==> src/rtl/hodp_pkg.sv <==
// Shared types, phase codes and character helpers for the number parser.
`timescale 1ns / 1ps

package hodp_pkg;

    // Parse phase codes
    localparam logic [2:0] PH_IDLE  = 3'd0;
    localparam logic [2:0] PH_START = 3'd1;
    localparam logic [2:0] PH_NUM   = 3'd2;
    localparam logic [2:0] PH_ZERO  = 3'd3;
    localparam logic [2:0] PH_DEC   = 3'd4;
    localparam logic [2:0] PH_HEX   = 3'd5;
    localparam logic [2:0] PH_DONE  = 3'd6;

    // Character codes
    localparam logic [15:0] CH_MINUS   = 16'h002D;
    localparam logic [15:0] CH_ZERO    = 16'h0030;
    localparam logic [15:0] CH_X_LOWER = 16'h0078;
    localparam logic [15:0] CH_X_UPPER = 16'h0058;

    localparam logic [15:0] COUNT_MAX = 16'hFFFF;

    // One input character with its restart flag
    typedef struct packed {
        logic [15:0] character;
        logic        first_char;
    } hodp_item_t;

    // One parse result
    typedef struct packed {
        logic        ok;
        logic [63:0] value;
        logic [15:0] consumed;
    } hodp_result_t;

    function automatic logic is_dec(input logic [15:0] c);
        is_dec = (c inside {[16'h0030:16'h0039]});
    endfunction

    function automatic logic is_hex(input logic [15:0] c);
        is_hex = (c inside {[16'h0030:16'h0039], [16'h0061:16'h0066],
                            [16'h0041:16'h0046]});
    endfunction

    // Value of a hex digit; decimal digits map the same way
    function automatic logic [3:0] hex_val(input logic [15:0] c);
        logic [3:0] v;
        v = 4'd0;
        if (c inside {[16'h0030:16'h0039]})
        begin
            v = c[3:0];
        end
        else if (c inside {[16'h0061:16'h0066], [16'h0041:16'h0046]})
        begin
            // 'a'..'f' and 'A'..'F' both have low bits 1..6
            v = c[3:0] + 4'd9;
        end
        hex_val = v;
    endfunction

endpackage

==> src/rtl/hodp_in_stage.sv <==
// Input register stage: holds one character transfer until the parser takes it.
`timescale 1ns / 1ps

module hodp_in_stage
    import hodp_pkg::*;
(
    input  logic       clk,
    input  logic       rst_n,
    input  logic       in_valid,
    output logic       in_stall,
    input  logic [15:0] character,
    input  logic       first_char,
    input  logic       take,
    output logic       item_valid,
    output hodp_item_t item
);

    logic       valid_reg;
    logic       valid_next;
    hodp_item_t item_reg;
    logic       accept;

    // Stall only while the held character cannot move on
    assign in_stall = valid_reg && !take;
    assign accept   = in_valid && !in_stall;

    always_comb
    begin
        valid_next = valid_reg;
        if (accept)
        begin
            valid_next = 1'b1;
        end
        else if (take)
        begin
            valid_next = 1'b0;
        end
    end

    always_ff @(posedge clk or negedge rst_n)
    begin
        if (!rst_n)
        begin
            valid_reg <= 1'b0;
        end
        else
        begin
            valid_reg <= valid_next;
        end
    end

    // Payload capture
    always_ff @(posedge clk)
    begin
        if (accept)
        begin
            item_reg.character  <= character;
            item_reg.first_char <= first_char;
        end
    end

    assign item_valid = valid_reg;
    assign item       = item_reg;

endmodule

==> src/rtl/hodp_parser.sv <==
// Parse state registers and the combinational per-character update.
`timescale 1ns / 1ps

module hodp_parser
    import hodp_pkg::*;
(
    input  logic         clk,
    input  logic         rst_n,
    input  logic         step,
    input  hodp_item_t   item,
    output logic         emit,
    output hodp_result_t result
);

    logic [2:0]  phase_reg, phase_next;
    logic [63:0] acc_reg, acc_next;
    logic        neg_reg, neg_next;
    logic        seen_reg, seen_next;
    logic [15:0] cnt_reg, cnt_next;

    // State as seen after an optional restart
    logic [2:0]  phase_eff;
    logic [63:0] acc_eff;
    logic        neg_eff;
    logic        seen_eff;
    logic [15:0] cnt_eff;
    logic [15:0] cnt_inc;

    logic [15:0] c;
    logic        c_dec;
    logic        c_hex;
    logic [63:0] digit;
    logic [63:0] acc_x10;
    logic [63:0] acc_x16;
    logic        finish;

    assign c       = item.character;
    assign c_dec   = is_dec(c);
    assign c_hex   = is_hex(c);
    assign digit   = {60'd0, hex_val(c)};
    assign acc_x10 = {acc_eff[60:0], 3'b000} + {acc_eff[62:0], 1'b0};
    assign acc_x16 = {acc_eff[59:0], 4'b0000};

    always_comb
    begin
        phase_eff = item.first_char ? PH_START : phase_reg;
        acc_eff   = item.first_char ? 64'd0 : acc_reg;
        neg_eff   = item.first_char ? 1'b0 : neg_reg;
        seen_eff  = item.first_char ? 1'b0 : seen_reg;
        cnt_eff   = item.first_char ? 16'd0 : cnt_reg;
    end

    // Saturating character count
    assign cnt_inc = (cnt_eff == COUNT_MAX) ? cnt_eff : cnt_eff + 16'd1;

    // Per-character grammar step
    always_comb
    begin
        phase_next = phase_eff;
        acc_next   = acc_eff;
        neg_next   = neg_eff;
        seen_next  = seen_eff;
        cnt_next   = cnt_eff;
        finish     = 1'b0;
        case (phase_eff)
            PH_START, PH_NUM:
            begin
                if (phase_eff == PH_START && c == CH_MINUS)
                begin
                    neg_next   = 1'b1;
                    cnt_next   = cnt_inc;
                    phase_next = PH_NUM;
                end
                else if (c == CH_ZERO)
                begin
                    seen_next  = 1'b1;
                    cnt_next   = cnt_inc;
                    phase_next = PH_ZERO;
                end
                else if (c_dec)
                begin
                    acc_next   = digit;
                    seen_next  = 1'b1;
                    cnt_next   = cnt_inc;
                    phase_next = PH_DEC;
                end
                else
                begin
                    finish = 1'b1;
                end
            end
            PH_ZERO, PH_DEC:
            begin
                if (phase_eff == PH_ZERO && (c == CH_X_LOWER || c == CH_X_UPPER))
                begin
                    // leading zero becomes the hex prefix
                    seen_next  = 1'b0;
                    cnt_next   = cnt_inc;
                    phase_next = PH_HEX;
                end
                else if (c_dec)
                begin
                    acc_next   = acc_x10 + digit;
                    cnt_next   = cnt_inc;
                    phase_next = PH_DEC;
                end
                else
                begin
                    finish = 1'b1;
                end
            end
            PH_HEX:
            begin
                if (c_hex)
                begin
                    acc_next  = acc_x16 + digit;
                    seen_next = 1'b1;
                    cnt_next  = cnt_inc;
                end
                else
                begin
                    finish = 1'b1;
                end
            end
            default:
            begin
                // idle before any string, or done: ignore the character
            end
        endcase
        if (finish)
        begin
            phase_next = PH_DONE;
        end
    end

    // Result formed from the state at the terminating character
    always_comb
    begin
        result.ok       = seen_eff;
        result.value    = 64'd0;
        result.consumed = 16'd0;
        if (seen_eff)
        begin
            result.value    = neg_eff ? (64'd0 - acc_eff) : acc_eff;
            result.consumed = cnt_eff;
        end
    end

    assign emit = step && finish;

    always_ff @(posedge clk or negedge rst_n)
    begin
        if (!rst_n)
        begin
            phase_reg <= PH_IDLE;
            acc_reg   <= 64'd0;
            neg_reg   <= 1'b0;
            seen_reg  <= 1'b0;
            cnt_reg   <= 16'd0;
        end
        else if (step)
        begin
            phase_reg <= phase_next;
            acc_reg   <= acc_next;
            neg_reg   <= neg_next;
            seen_reg  <= seen_next;
            cnt_reg   <= cnt_next;
        end
    end

`ifndef NO_ASSERTIONS
    a_done_after_emit: assert property (@(posedge clk) disable iff (!rst_n)
        emit |=> phase_reg == PH_DONE)
        else $error("parser not done after emitting a result");

    a_idle_until_first: assert property (@(posedge clk) disable iff (!rst_n)
        phase_reg == PH_IDLE && !(step && item.first_char) |=> phase_reg == PH_IDLE)
        else $error("parser left idle without a first character");

    a_ok_has_count: assert property (@(posedge clk) disable iff (!rst_n)
        emit && result.ok |-> result.consumed != 16'd0)
        else $error("successful result with zero consumed count");

    a_fail_is_zero: assert property (@(posedge clk) disable iff (!rst_n)
        emit && !result.ok |-> result.value == 64'd0 && result.consumed == 16'd0)
        else $error("failed result with nonzero fields");
`endif

endmodule

==> src/rtl/hex_or_decimal_number_parser_core.sv <==
// Top level: input stage, parser and result register of the number parser.
// Path: the terminating character is parsed from the input register straight into
//   the result register, which then presents the result on the outputs.
// Throughput: one character per cycle unless out_stall holds a pending result.
// Reset (rst_n, async, active low) clears valids and puts the parser in idle,
//   where characters are ignored until one arrives with first_char set.
`timescale 1ns / 1ps

module hex_or_decimal_number_parser_core
    import hodp_pkg::*;
(
    input  logic        clk,
    input  logic        rst_n,
    input  logic        in_valid,
    output logic        in_stall,
    input  logic [15:0] character,
    input  logic        first_char,
    output logic        out_valid,
    input  logic        out_stall,
    output logic        ok,
    output logic [63:0] value,
    output logic [15:0] consumed
);

    logic         item_valid;
    hodp_item_t   item;
    logic         out_free;
    logic         step;
    logic         emit;
    hodp_result_t result;

    logic         out_valid_reg, out_valid_next;
    hodp_result_t out_reg;

    // Parser advances when the result slot is free or being drained
    assign out_free = !out_valid_reg || !out_stall;
    assign step     = item_valid && out_free;

    hodp_in_stage u_in_stage (
        .clk        (clk),
        .rst_n      (rst_n),
        .in_valid   (in_valid),
        .in_stall   (in_stall),
        .character  (character),
        .first_char (first_char),
        .take       (step),
        .item_valid (item_valid),
        .item       (item)
    );

    hodp_parser u_parser (
        .clk    (clk),
        .rst_n  (rst_n),
        .step   (step),
        .item   (item),
        .emit   (emit),
        .result (result)
    );

    // Result register
    always_comb
    begin
        out_valid_next = out_valid_reg;
        if (emit)
        begin
            out_valid_next = 1'b1;
        end
        else if (!out_stall)
        begin
            out_valid_next = 1'b0;
        end
    end

    always_ff @(posedge clk or negedge rst_n)
    begin
        if (!rst_n)
        begin
            out_valid_reg <= 1'b0;
        end
        else
        begin
            out_valid_reg <= out_valid_next;
        end
    end

    always_ff @(posedge clk)
    begin
        if (emit)
        begin
            out_reg <= result;
        end
    end

    assign out_valid = out_valid_reg;
    assign ok        = out_reg.ok;
    assign value     = out_reg.value;
    assign consumed  = out_reg.consumed;

`ifndef NO_ASSERTIONS
    a_no_overwrite: assert property (@(posedge clk) disable iff (!rst_n)
        out_valid_reg && out_stall |-> !emit)
        else $error("result overwritten while stalled");

    a_in_stall_cause: assert property (@(posedge clk) disable iff (!rst_n)
        in_stall |-> item_valid && out_valid_reg && out_stall)
        else $error("input stalled without a full pipeline");

    a_emit_to_out: assert property (@(posedge clk) disable iff (!rst_n)
        emit |=> out_valid_reg)
        else $error("emitted result not presented");
`endif

endmodule
==> config.mk <==
export PLATFORM = sky130hd
export DESIGN_NAME = hex_or_decimal_number_parser_core
export DESIGN_NICKNAME = d
export VERILOG_FILES = /design/src/rtl/hodp_pkg.sv /design/src/rtl/hodp_in_stage.sv /design/src/rtl/hodp_parser.sv /design/src/rtl/hex_or_decimal_number_parser_core.sv
export SDC_FILE = /design/constraint.sdc
export NUM_CORES = 1
export LEC_CHECK = 0
export ABC_AREA = 1
export BUFFER_PORTS_ARGS = -buffer_cell sky130_fd_sc_hd__buf_2
export CELL_PAD_IN_SITES_DETAIL_PLACEMENT = 1
export CELL_PAD_IN_SITES_GLOBAL_PLACEMENT = 2
export CORE_MARGIN = 4
export CORE_UTILIZATION = 37
export DETAILED_ROUTE_END_ITERATION = 10
export GPL_TIMING_DRIVEN = 0
export PLACE_DENSITY = 0.89
export SETUP_SLACK_MARGIN = 0.4
export SLEW_MARGIN = 10
export SYNTH_ARGS = -nofsm -noshare
export SYNTH_HDL_FRONTEND = slang
export SYNTH_SLANG_ARGS = --single-unit
==> constraint.sdc <==
create_clock -name clk -period 8.6 [get_ports clk]
set_input_delay 1.72 -clock clk [delete_from_list [all_inputs] [get_ports clk]]
set_output_delay 1.72 -clock clk [all_outputs]
set_load 0.01 [all_outputs]
Word level (Yosys, flattened, before mapping) --
Index checks and enable logic that the tools add are counted.
Word-level totals: flip-flop bits (word level) 185, latch bits 0, RAM bits 0, ROM bits 0, input port bits 21, output and inout bits 83, logic and storage cells 101, memories 0
Cells by class: $add $sub $neg 6, multipliers 0, divide/modulo/power cells 0, $lt $le $gt $ge 6, equal/unequal tests 11, shift operators 0, multiplexer cells 46, bitwise gates (word level) 0, reduce and logical (&&, ||, !) cells 20
Operators with widths (number):
- 64-bit two-way mux | 8
- 64-bit one-hot mux with 3 select lines | 1
- 64-bit by 4-bit adder with 64-bit output | 2
- 16-bit two-way mux | 7
- 64-bit adder | 1
- 1-bit by 64-bit subtractor with 64-bit output, first input constant | 1
- 16-bit one-hot mux with 3 select lines | 1
- 16-bit by 6-bit equality test with 1-bit output, second input constant | 2
- 16-bit by 7-bit equality test with 1-bit output, second input constant | 2
- 16-bit by 7-bit >= comparator with 1-bit output, second input constant | 2
- 16-bit by 7-bit <= comparator with 1-bit output, second input constant | 2
- 1-bit two-way mux | 18
- 3-bit two-way mux | 6
- 16-bit by 1-bit adder with 16-bit output, second input constant | 1
- 16-bit equality test, second input constant | 1
- 16-bit by 6-bit >= comparator with 1-bit output, second input constant | 1
- 16-bit by 6-bit <= comparator with 1-bit output, second input constant | 1
- 1-bit logical AND | 9
- 4-bit two-way mux | 2
- 3-bit by 2-bit equality test with 1-bit output, second input constant | 2
- 3-bit equality test, second input constant | 2
- 1-bit one-hot mux with 3 select lines | 2
- 3-bit one-hot mux with 2 select lines | 1
- 4-bit adder, second input constant | 1
- other kinds (7) | 13

Longest topological paths before layout --
Gate-level depths: netlist (run 1).
word-level depth 9, mapped depth 31, gate-level depth less buffers 31

Cells and area by module --
Synthesis (run 1) repeated with hierarchy kept, for this count alone.
Second synthesis, totals: cells, all modules 3000, area total of the unflattened synthesis 18527.8 um2
By module, submodules not included:
- hodp_parser | times used 1, cells each 2889, area an instance 15478.6 um2, seq. area each 2127.0 um2
- hex_or_decimal_number_parser_core | times used 1, cells each 87, area an instance 2481.1 um2, seq. area each 2457.4 um2
- hodp_in_stage | times used 1, cells each 24, area an instance 568.0 um2, seq. area each 535.5 um2

Worst setup path after synthesis (run 1) --
Ideal clock, no wire load.
path type input -> register, from in out_stall, to reg out_reg, in the netlist consumed[0], enable pin, setup time 0.435 ns, data arrival time 4.385 ns, data required time 8.165 ns, setup slack 3.780 ns, cell stages on the path 7, buffers on the path 2, path through nand2_1 > inv_1 > nor2_1 > clkbuf_1 > clkbuf_1 > nand2_1 > inv_1
Between the ends: longest elaborated chain between the ends 4
Ends and longest elaborated chain:
- start, declared | line hex_or_decimal_number_parser_core.sv:19 | input logic out_stall,
- 1-bit logical NOT
- 1-bit logical OR | line hex_or_decimal_number_parser_core.sv:36 | assign out_free = !out_valid_reg || !out_stall;
- 1-bit logical AND | line hex_or_decimal_number_parser_core.sv:37 | assign step = item_valid && out_free;
- 1-bit logical AND | line hodp_parser.sv:149 | assign emit = step && finish;
- via emit | line hex_or_decimal_number_parser_core.sv:29 | logic emit;
- end signal, assigned | line hex_or_decimal_number_parser_core.sv:90 | out_reg <= result;
- end, declared | line hex_or_decimal_number_parser_core.sv:33 | hodp_result_t out_reg;
The timed path passes the listed nets, and every way through them passes these cells. A chain may end at the register's enable or synchronous reset.

Final worst setup path (run 1) --
from reg u_in_stage.item_reg, in the netlist u_in_stage.item[1], to reg u_parser.acc_reg[57]
Between the ends: longest elaborated chain between the ends 9, elaborated cells on any way between the ends 30, classes of those cells 3 x add/sub; 6 x order compare; 4 x eq/ne; 9 x mux; 8 x reduce/logical
Ends and longest elaborated chain:
- start, declared | line hodp_in_stage.sv:20 | hodp_item_t item_reg;
- 16-bit by 7-bit >= comparator with 1-bit output / 16-bit by 7-bit <= comparator with 1-bit output (equally long branches) | line hodp_pkg.sv:41, hodp_pkg.sv:53
- 1-bit logical AND | line hodp_pkg.sv:41, hodp_pkg.sv:53
- 2-bit nonzero test | line hodp_pkg.sv:53 | else if (c inside {[16'h0061:16'h0066], [16'h0041:16'h0046]})
- 4-bit two-way mux | line hodp_pkg.sv:53
- 4-bit two-way mux | line hodp_pkg.sv:49 | if (c inside {[16'h0030:16'h0039]})
- 64-bit by 4-bit adder with 64-bit output | line hodp_parser.sv:103 | acc_next = acc_x10 + digit;
- 64-bit two-way mux | line hodp_parser.sv:101 | else if (c_dec)
- 64-bit two-way mux | line hodp_parser.sv:94 | if (phase_eff == PH_ZERO && (c == CH_X_LOWER || c == CH_X_UPPER))
- 64-bit one-hot mux with 3 select lines (*) | line hodp_parser.sv:65 | case (phase_eff)
- end signal, assigned | line hodp_parser.sv:164 | acc_reg <= acc_next;
- end, declared | line hodp_parser.sv:16 | logic [63:0] acc_reg, acc_next;
Every way passes the cells marked *; elsewhere a longest branch is shown, timed or not.

==> results.txt, run 1 <==
Startpoint types: flip-flop
Row count: 81
Peak supply drop: 0.148 mV
PD cells: 256 mW/mm^2
GRT Total Usage: 0.313
Worst R2R Setup Slack: 2.68 ns
Worst Path Arrival: 6.31 ns
HPWL Detailed: 69.2 mm
Synth Warn #: 0
TritonCTS clock tree: yes
Largest cells by area after synthesis: nand2_1 (20%), edfxtp_1 (16%), dfrtp_1 (12%)
Worst Setup End Kind: flip-flop
Die ar.: 0.0530 mm^2
Post-CTS sizing: 0
Fillers: 6718
Antenna-violating nets left: 0
Hold path depth: 2
Initial antenna violation count: 0
CP max FO: 10
Hold path startpoint: u_parser.acc_reg[33]
Clock Latency Late Sink: 0.47 ns
Worst-Margin Slew: 1.02 ns
CTS buffer count: 17
Clk sink count: 185
Syn avg cell area: 6.16 um^2
Die width: 230 um
Global placement routability congestion: 1.00
Worst hold-check path type: reg -> reg
Post-CTS setup buffer count: 0
Max Freq: 0.169 GHz
Total Power: 5190 uW
Fin util: 0.415
Fin Hold WS: 0.492 ns
Port bufs: 103
Slew HR: 0.318
Syn Nets: 3117
Reg2reg start: u_in_stage.item[1]
Layout cells sized above 1: 0.0828
Fin crit share: 0.688
Syn-to-layout area delta: 10.9%
Via density per instance: 5.43
Grt ovf: 0
Drt first pass iters: 5
Yosys cell types: 49
Buffers from clock root to sink, at most: 2
Largest area contributor in the netlist: nand2_1
Starting Density: 0.374
Clock Skew: 0.0138 ns
# diodes: 0
Drt wl/cell: 22.4 um
Sequential fraction of the synthesis area: 0.280
Commonest cells post-synth: nand2_1 (968), inv_1 (443), nor2_1 (354)
Synthesized flop and latch total: 185
Post-CTS Hold Buffers: 0
Total negative setup slack: 0 ns
Fin nets: 3241
Synth Cell Area: 0.0183 mm^2
DR vias: 20400
Max-slew violation count: 0
Final setup viols: 0
Reg clk slew, reported paths: 0.08 ns
Max Cap Viol: 0
Most Frequent Cell on Critical Path: nand2_1
Req. time, crit path: 8.99 ns
# DRC: 0
CTS root buf: clkbuf_16
Vias in the first global route: 20700
Asr flop ratio synth: 0.470
Unrepaired setup endpoints after global routing: false
Most instantiated library cell after synthesis: nand2_1
CP max-delay cell: fa_1
Synth Instances: 2965
Synth top area share: 0.199
Kind of critical path: reg -> reg
Main flop type after synthesis: edfxtp_1
CP peak stage delay: 0.54 ns
Status: finished clean
Final hold violation count: 0
CTS H-tree depth: 4
Hold Path End: u_parser.acc_reg[33]
Largest net degree at the start of global routing: 56
Initial drt markers: 1692
RR Endpoint: u_parser.acc_reg[57]
Leak: 0.0105 uW
Drt total wl: 84.5 mm
EDFF count, synth: 98
R2r worst-path depth: 25
First-pass GRT wire length: 126 mm
Post-layout min period: 5.92 ns
Core ar.: 0.0488 mm^2
DIE HEIGHT: 230 um
# IOs: 104
## worst max-delay path by stage
stage / to / cells after the start / slack, ns / startpoint
2_1_floorplan: consumed[0] / 7 / 3.78 / out_stall
3_3_place_gp: value[16] / 8 / 2.11 / out_stall
3_5_place_dp: u_parser.acc_reg[25] / 25 / 2.88 / u_in_stage.item[1]
4_1_cts: u_parser.acc_reg[57] / 25 / 2.84 / u_in_stage.item[1]
5_1_grt: u_parser.acc_reg[57] / 25 / 2.52 / u_in_stage.item[1]
6_report: u_parser.acc_reg[57] / 25 / 2.68 / u_in_stage.item[1]
## cell usage in the layout, fill, tap and decap left out, types with 12 or more instances in the layout
cell       netlist  final
nand4_1         35     35
nor2_1         354    354
edfxtp_1        98     98
or2_2           12     12
inv_2           23     23
nor3_1          41     41
nand2_2         12     12
ha_1           129    129
clkbuf_16        0     17
a22oi_1         12     12
inv_1          443    442
nand2_1        968    968
nor2_2          20     20
nand3_1        175    175
o21ai_1         13     13
clkbuf_1        34     34
a21oi_1        179    179
o21ai_0        177    177
o21bai_1        12     12
nand3b_1        18     18
buf_2           22    124
xor2_1          14     14
dfrtp_1         87     87
## area by class of cell
type                            count  area (um^2)  share of cell area
Inverter                          469         1770              0.0871
Multi-Input combinational cell   2242        11000               0.545
Tap cell                          664          831              0.0410
Sequential cell                   185         5120               0.253
Clock inverter                     15          159             0.00784
Buffer                             69          339              0.0167
Timing Repair Buffer              105          577              0.0285
Clock buffer                       17          425              0.0210
## layer usage
| layer | vias to the layer above | wire, um | part of all wire | global-route usage |
|---|---|---|---|---|
| li1 | 9720 | - | - | - |
| met1 | 9937 | 37300 | 0.44 | 0.419 |
| met2 | 648 | 38700 | 0.46 | 0.515 |
| met3 | 139 | 4850 | 0.057 | 0.0404 |
| met4 | 0 | 3560 | 0.042 | 0.121 |
| met5 | - | 0 | 0 | 0 |
## critical path, delay by kind of cell, from the launching register on
kind,cells,cell delay [ns]
buffers and inverters,4,0.96
AOI/OAI and AO/OA,2,0.37
and+or+nand+nor,16,2.87
adders and majority gates,3,1.10
DFF,1,0.52
## power breakdown
part | switching (uW) | leakage, uW | internal (uW)
Sequential | 153 | 0.00204 | 1280
Clock | 408 | 0.000282 | 412
Combinational | 2110 | 0.00822 | 824
Total | 2670 | 0.0105 | 2520
## cells by family after synthesis
| group | Yosys count | share of synthesized area |
|---|---|---|
| and+or+nand+nor | 1670 | 0.383 |
| xor gates and xnor gates | 17 | 0.00815 |
| DFF | 185 | 0.280 |
| AOI/OAI and AO/OA | 424 | 0.123 |
| adders and majority gates | 131 | 0.0906 |
| buffers and inverters | 538 | 0.115 |
## stage by stage
step	setup slack [ns]	instances	area (um^2)
floorplan	3.78	2965	18300
global placement	2.11	3732	19600
detailed placement	2.88	3734	19700
CTS	2.84	3766	20300
global route	2.52	3766	20300
finish	2.68	3766	20300
Note: power is estimated with default switching activity, not from simulation.
==> inputs of run 2 (changes only) <==
- ABC_AREA: 1 -> 0
- CORE_UTILIZATION: 37 -> 39
- PLACE_DENSITY: 0.89 -> 0.83
- clock period: 8.6 -> 5.8 ns (I/O delays scaled with it)
==> results.txt, run 2 <==
Sequential fraction of the synthesis area: 0.348 (+0.0676)
HPWL Detailed: 43.6 mm (-37%)
Worst Path Arrival: 5.63 ns (-0.68 ns)
Int Pwr: 2730 uW (+8.4%)
Yosys cell types: 82 (+67%)
R2r worst-path depth: 17 (-32%)
TritonCTS clock tree: yes
Largest area contributor in the netlist: edfxtp_1
Die ar.: 0.0409 mm^2 (-23%)
Combinational Power Share: 0.351 (-0.214)
Max Freq: 0.190 GHz (+13%)
Initial drt markers: 1177 (-30%)
Commonest non-fill, non-tap cells in the layout: nor2_1 (162), nand2_1 (160), o21ai_0 (141)
Initial antenna violation count: 2 (+2)
DP Worst Slack: -1.78 ns (-4.66 ns)
Synth Warn #: 0 (unchanged)
Clock Skew: 0.0174 ns (+0.00360 ns)
Clk sink count: 185 (unchanged)
Drt total wl: 56.5 mm (-33%)
Synth top area share: 0.200 (+0.00103)
Syn Nets: 1842 (-41%)
Synth Instances: 1690 (-43%)
Drt first pass iters: 5 (unchanged)
# DRC: 0 (unchanged)
Max-slew violation count: 0 (unchanged)
Synthesized flop and latch total: 185 (unchanged)
Status: finished clean
CP max-delay cell: clkbuf_1
Global placement routability congestion: 0.910 (-9.4%)
Antenna-violating nets left: 0 (unchanged)
EDFF count, synth: 98 (unchanged)
DR vias: 14200 (-31%)
Kind of critical path: reg -> reg
Syn-to-layout area delta: 14.7%
Commonest cells post-synth: nor2_1 (164), nand2_1 (160), o21ai_0 (143)
Vias in the first global route: 14300 (-31%)
Most instantiated library cell after synthesis: nor2_1
Largest cells by area after synthesis: edfxtp_1 (20%), dfrtp_1 (15%), ha_1 (11%)
Grt ovf: 0 (unchanged)
Most common cell after layout, fill and taps aside: nor2_1
Row count: 70 (-14%)
Sequential Power Share: 0.389 (+0.112)
CP max FO: 10 (unchanged)
Fin nets: 1981 (-39%)
Reg2reg start: u_in_stage.item[0]
Crit path buf inv count: 5 (+1)
Unrepaired setup endpoints after global routing: false
Clock Latency Late Sink: 0.46 ns (about the same)
Most Frequent Cell on Critical Path: inv_1
Top Layer Used: met5
Sw Ratio: 0.405 (-0.110)
Req. time, crit path: 6.18 ns (-2.81 ns)
Met2 Wirelength: 25.9 mm (-33%)
# diodes: 0 (unchanged)
Post-CTS Hold Buffers: 0 (unchanged)
Wl on met1: 26.6 mm (-29%)
Layout cells sized above 1: 0.127 (+0.0442)
Die width: 202 um (-12%)
CP Depth: 17 (-32%)
CTS root buf: clkbuf_16
Final hold violation count: 0 (unchanged)
Fin Hold WS: 0.560 ns (+0.0686 ns)
Worst hold-check path type: reg -> reg
Drt wl/cell: 24.1 um (+7.3%)
Total negative setup slack: 0 ns (unchanged)
CP peak stage delay: 0.57 ns (+0.03 ns)
CTS buffer count: 17 (unchanged)
CP top delay family: compound AO/OA/AOI/OAI gates
Worst-Margin Slew: 0.925 ns (-0.0968 ns)
Final setup viols: 0 (unchanged)
DIE HEIGHT: 202 um (-12%)
Switching pwr: 1860 uW (-30%)
Max Cap Viol: 0 (unchanged)
Buffers from clock root to sink, at most: 2 (unchanged)
Hold path startpoint: u_parser.acc_reg[20]
Setup ws final: 0.545 ns (-2.14 ns)
Crit path from: u_in_stage.item[0]
Reg clk slew, reported paths: 0.08 ns (about the same)
Worst-path cell chain: buf_6 > inv_1 > clkbuf_1 > nand2_1 > fa_1 > inv_1 > ha_1 > a211oi_2 > o21ai_2 > nand4_1 > a31oi_1 > o211ai_1 > buf_4 > a31oi_4 > a41oi_4 > a2111o_1 > nand3_1
Clock network fraction of total power: 0.260 (+0.102)
Peak supply drop: 0.204 mV (+37%)
Leak: 0.00712 uW (-32%)
CTS H-tree depth: 4 (unchanged)
Asr flop ratio synth: 0.470 (unchanged)
First-pass GRT wire length: 86.3 mm (-32%)
Port bufs: 103 (unchanged)
Slew HR: 0.383 (+0.0646)
GRT Total Usage: 0.269 (-0.0440)
PD cells: 272 mW/mm^2 (+6.1%)
Main flop type after synthesis: edfxtp_1
Hold path depth: 2 (unchanged)
Startpoint types: flip-flop
Worst Setup End Kind: flip-flop
Core ar.: 0.0370 mm^2 (-24%)
Largest net degree at the start of global routing: 47 (-16%)
Via density per instance: 6.04 (+11%)
Syn avg cell area: 8.71 um^2 (+41%)
Starting Density: 0.398 (+0.0243)
Synth Cell Area: 0.0147 mm^2 (-19%)
Post-layout min period: 5.26 ns (-0.662 ns)
Fin crit share: 0.906 (+0.218)
WL met3: 2.64 mm (-46%)
# IOs: 104 (unchanged)
==> run 2: worst reg2reg max path, stage by stage (launching register included) <==
cell,delay (ns)
edfxtp_1,0.49
buf_6,0.22
inv_1,0.30
clkbuf_1,0.58
nand2_1,0.28
fa_1,0.55
inv_1,0.07
ha_1,0.31
a211oi_2,0.09
o21ai_2,0.36
nand4_1,0.24
a31oi_1,0.26
o211ai_1,0.13
buf_4,0.18
a31oi_4,0.28
a41oi_4,0.26
a2111o_1,0.50
nand3_1,0.09
==> run 2: timing repair <==
item                                    in CTS  in global routing
setup buffers                                9                  5
endpoints found under the setup margin      67                 28
endpoints found under the hold margin        0                  0
pin swaps                                    8                  5
resized for setup                           46                 21
==> run 2: power groups by stage <==
| stage | clock network, uW | registers, uW | logic [uW] |
|---|---|---|---|
| after floorplan | 0 | 1860 | 888 |
| after global placement | 0 | 1820 | 1500 |
| after detailed placement | 0 | 1810 | 1570 |
| after CTS | 1200 | 1780 | 1590 |
| after global routing | 1250 | 1810 | 1740 |
| final | 1190 | 1790 | 1610 |
==> run 2: worst paths after layout <==
path / slack (ns) / end
max in group asynchronous: 4.39 / u_parser.acc_reg[61]
hold / removal: 0.56 / u_parser.acc_reg[20]
setup reg to reg: 0.54 / u_parser.acc_reg[53]
min in group asynchronous: 0.70 / u_parser.acc_reg[8]
hold reg to reg: 0.56 / u_parser.acc_reg[20]
setup / recovery: 0.54 / u_parser.acc_reg[53]
==> run 2: logic make-up (layout without fill, tap and decap cells) <==
kind of cell / count (synthesis) / count (layout) / share of synthesized area
buffers and inverters: 129 / 281 / 0.0346
multiplexers: 11 / 11 / 0.00748
flip-flops: 185 / 185 / 0.348
XOR/XNOR: 109 / 109 / 0.0649
AND/OR/NAND/NOR: 607 / 607 / 0.206
adder cells (fa/ha/maj): 131 / 131 / 0.112
AO/OA/AOI/OAI: 518 / 518 / 0.227
==> run 2: cell type report <==
cell class | instances | area (um^2)
tap | 504 | 631
sequential | 185 | 5120
fill | 4417 | 20100
buffer | 96 | 440
clock inverter | 13 | 134
multi-input combinational | 1376 | 9290
clock buffer | 19 | 453
inverter | 33 | 124
timing repair buffer | 120 | 691
==> run 2: metrics by stage <==
step | instances | instance area, um^2 | power, uW | utilization
after floorplan | 1690 | 14700 | 2750 | -
after global placement | 2297 | 15900 | 3320 | 0.429
after detailed placement | 2300 | 15900 | 3380 | 0.431
after CTS | 2341 | 16800 | 4570 | 0.454
after global routing | 2346 | 16900 | 4800 | 0.457
final | 2346 | 16900 | 4590 | 0.457
==> run 2: layer usage <==
layer / vias to the layer above / GRT usage
li1: 6524 / -
met1: 7144 / 0.385
met2: 424 / 0.431
met3: 79 / 0.0321
met4: 4 / 0.0742
met5: - / 0
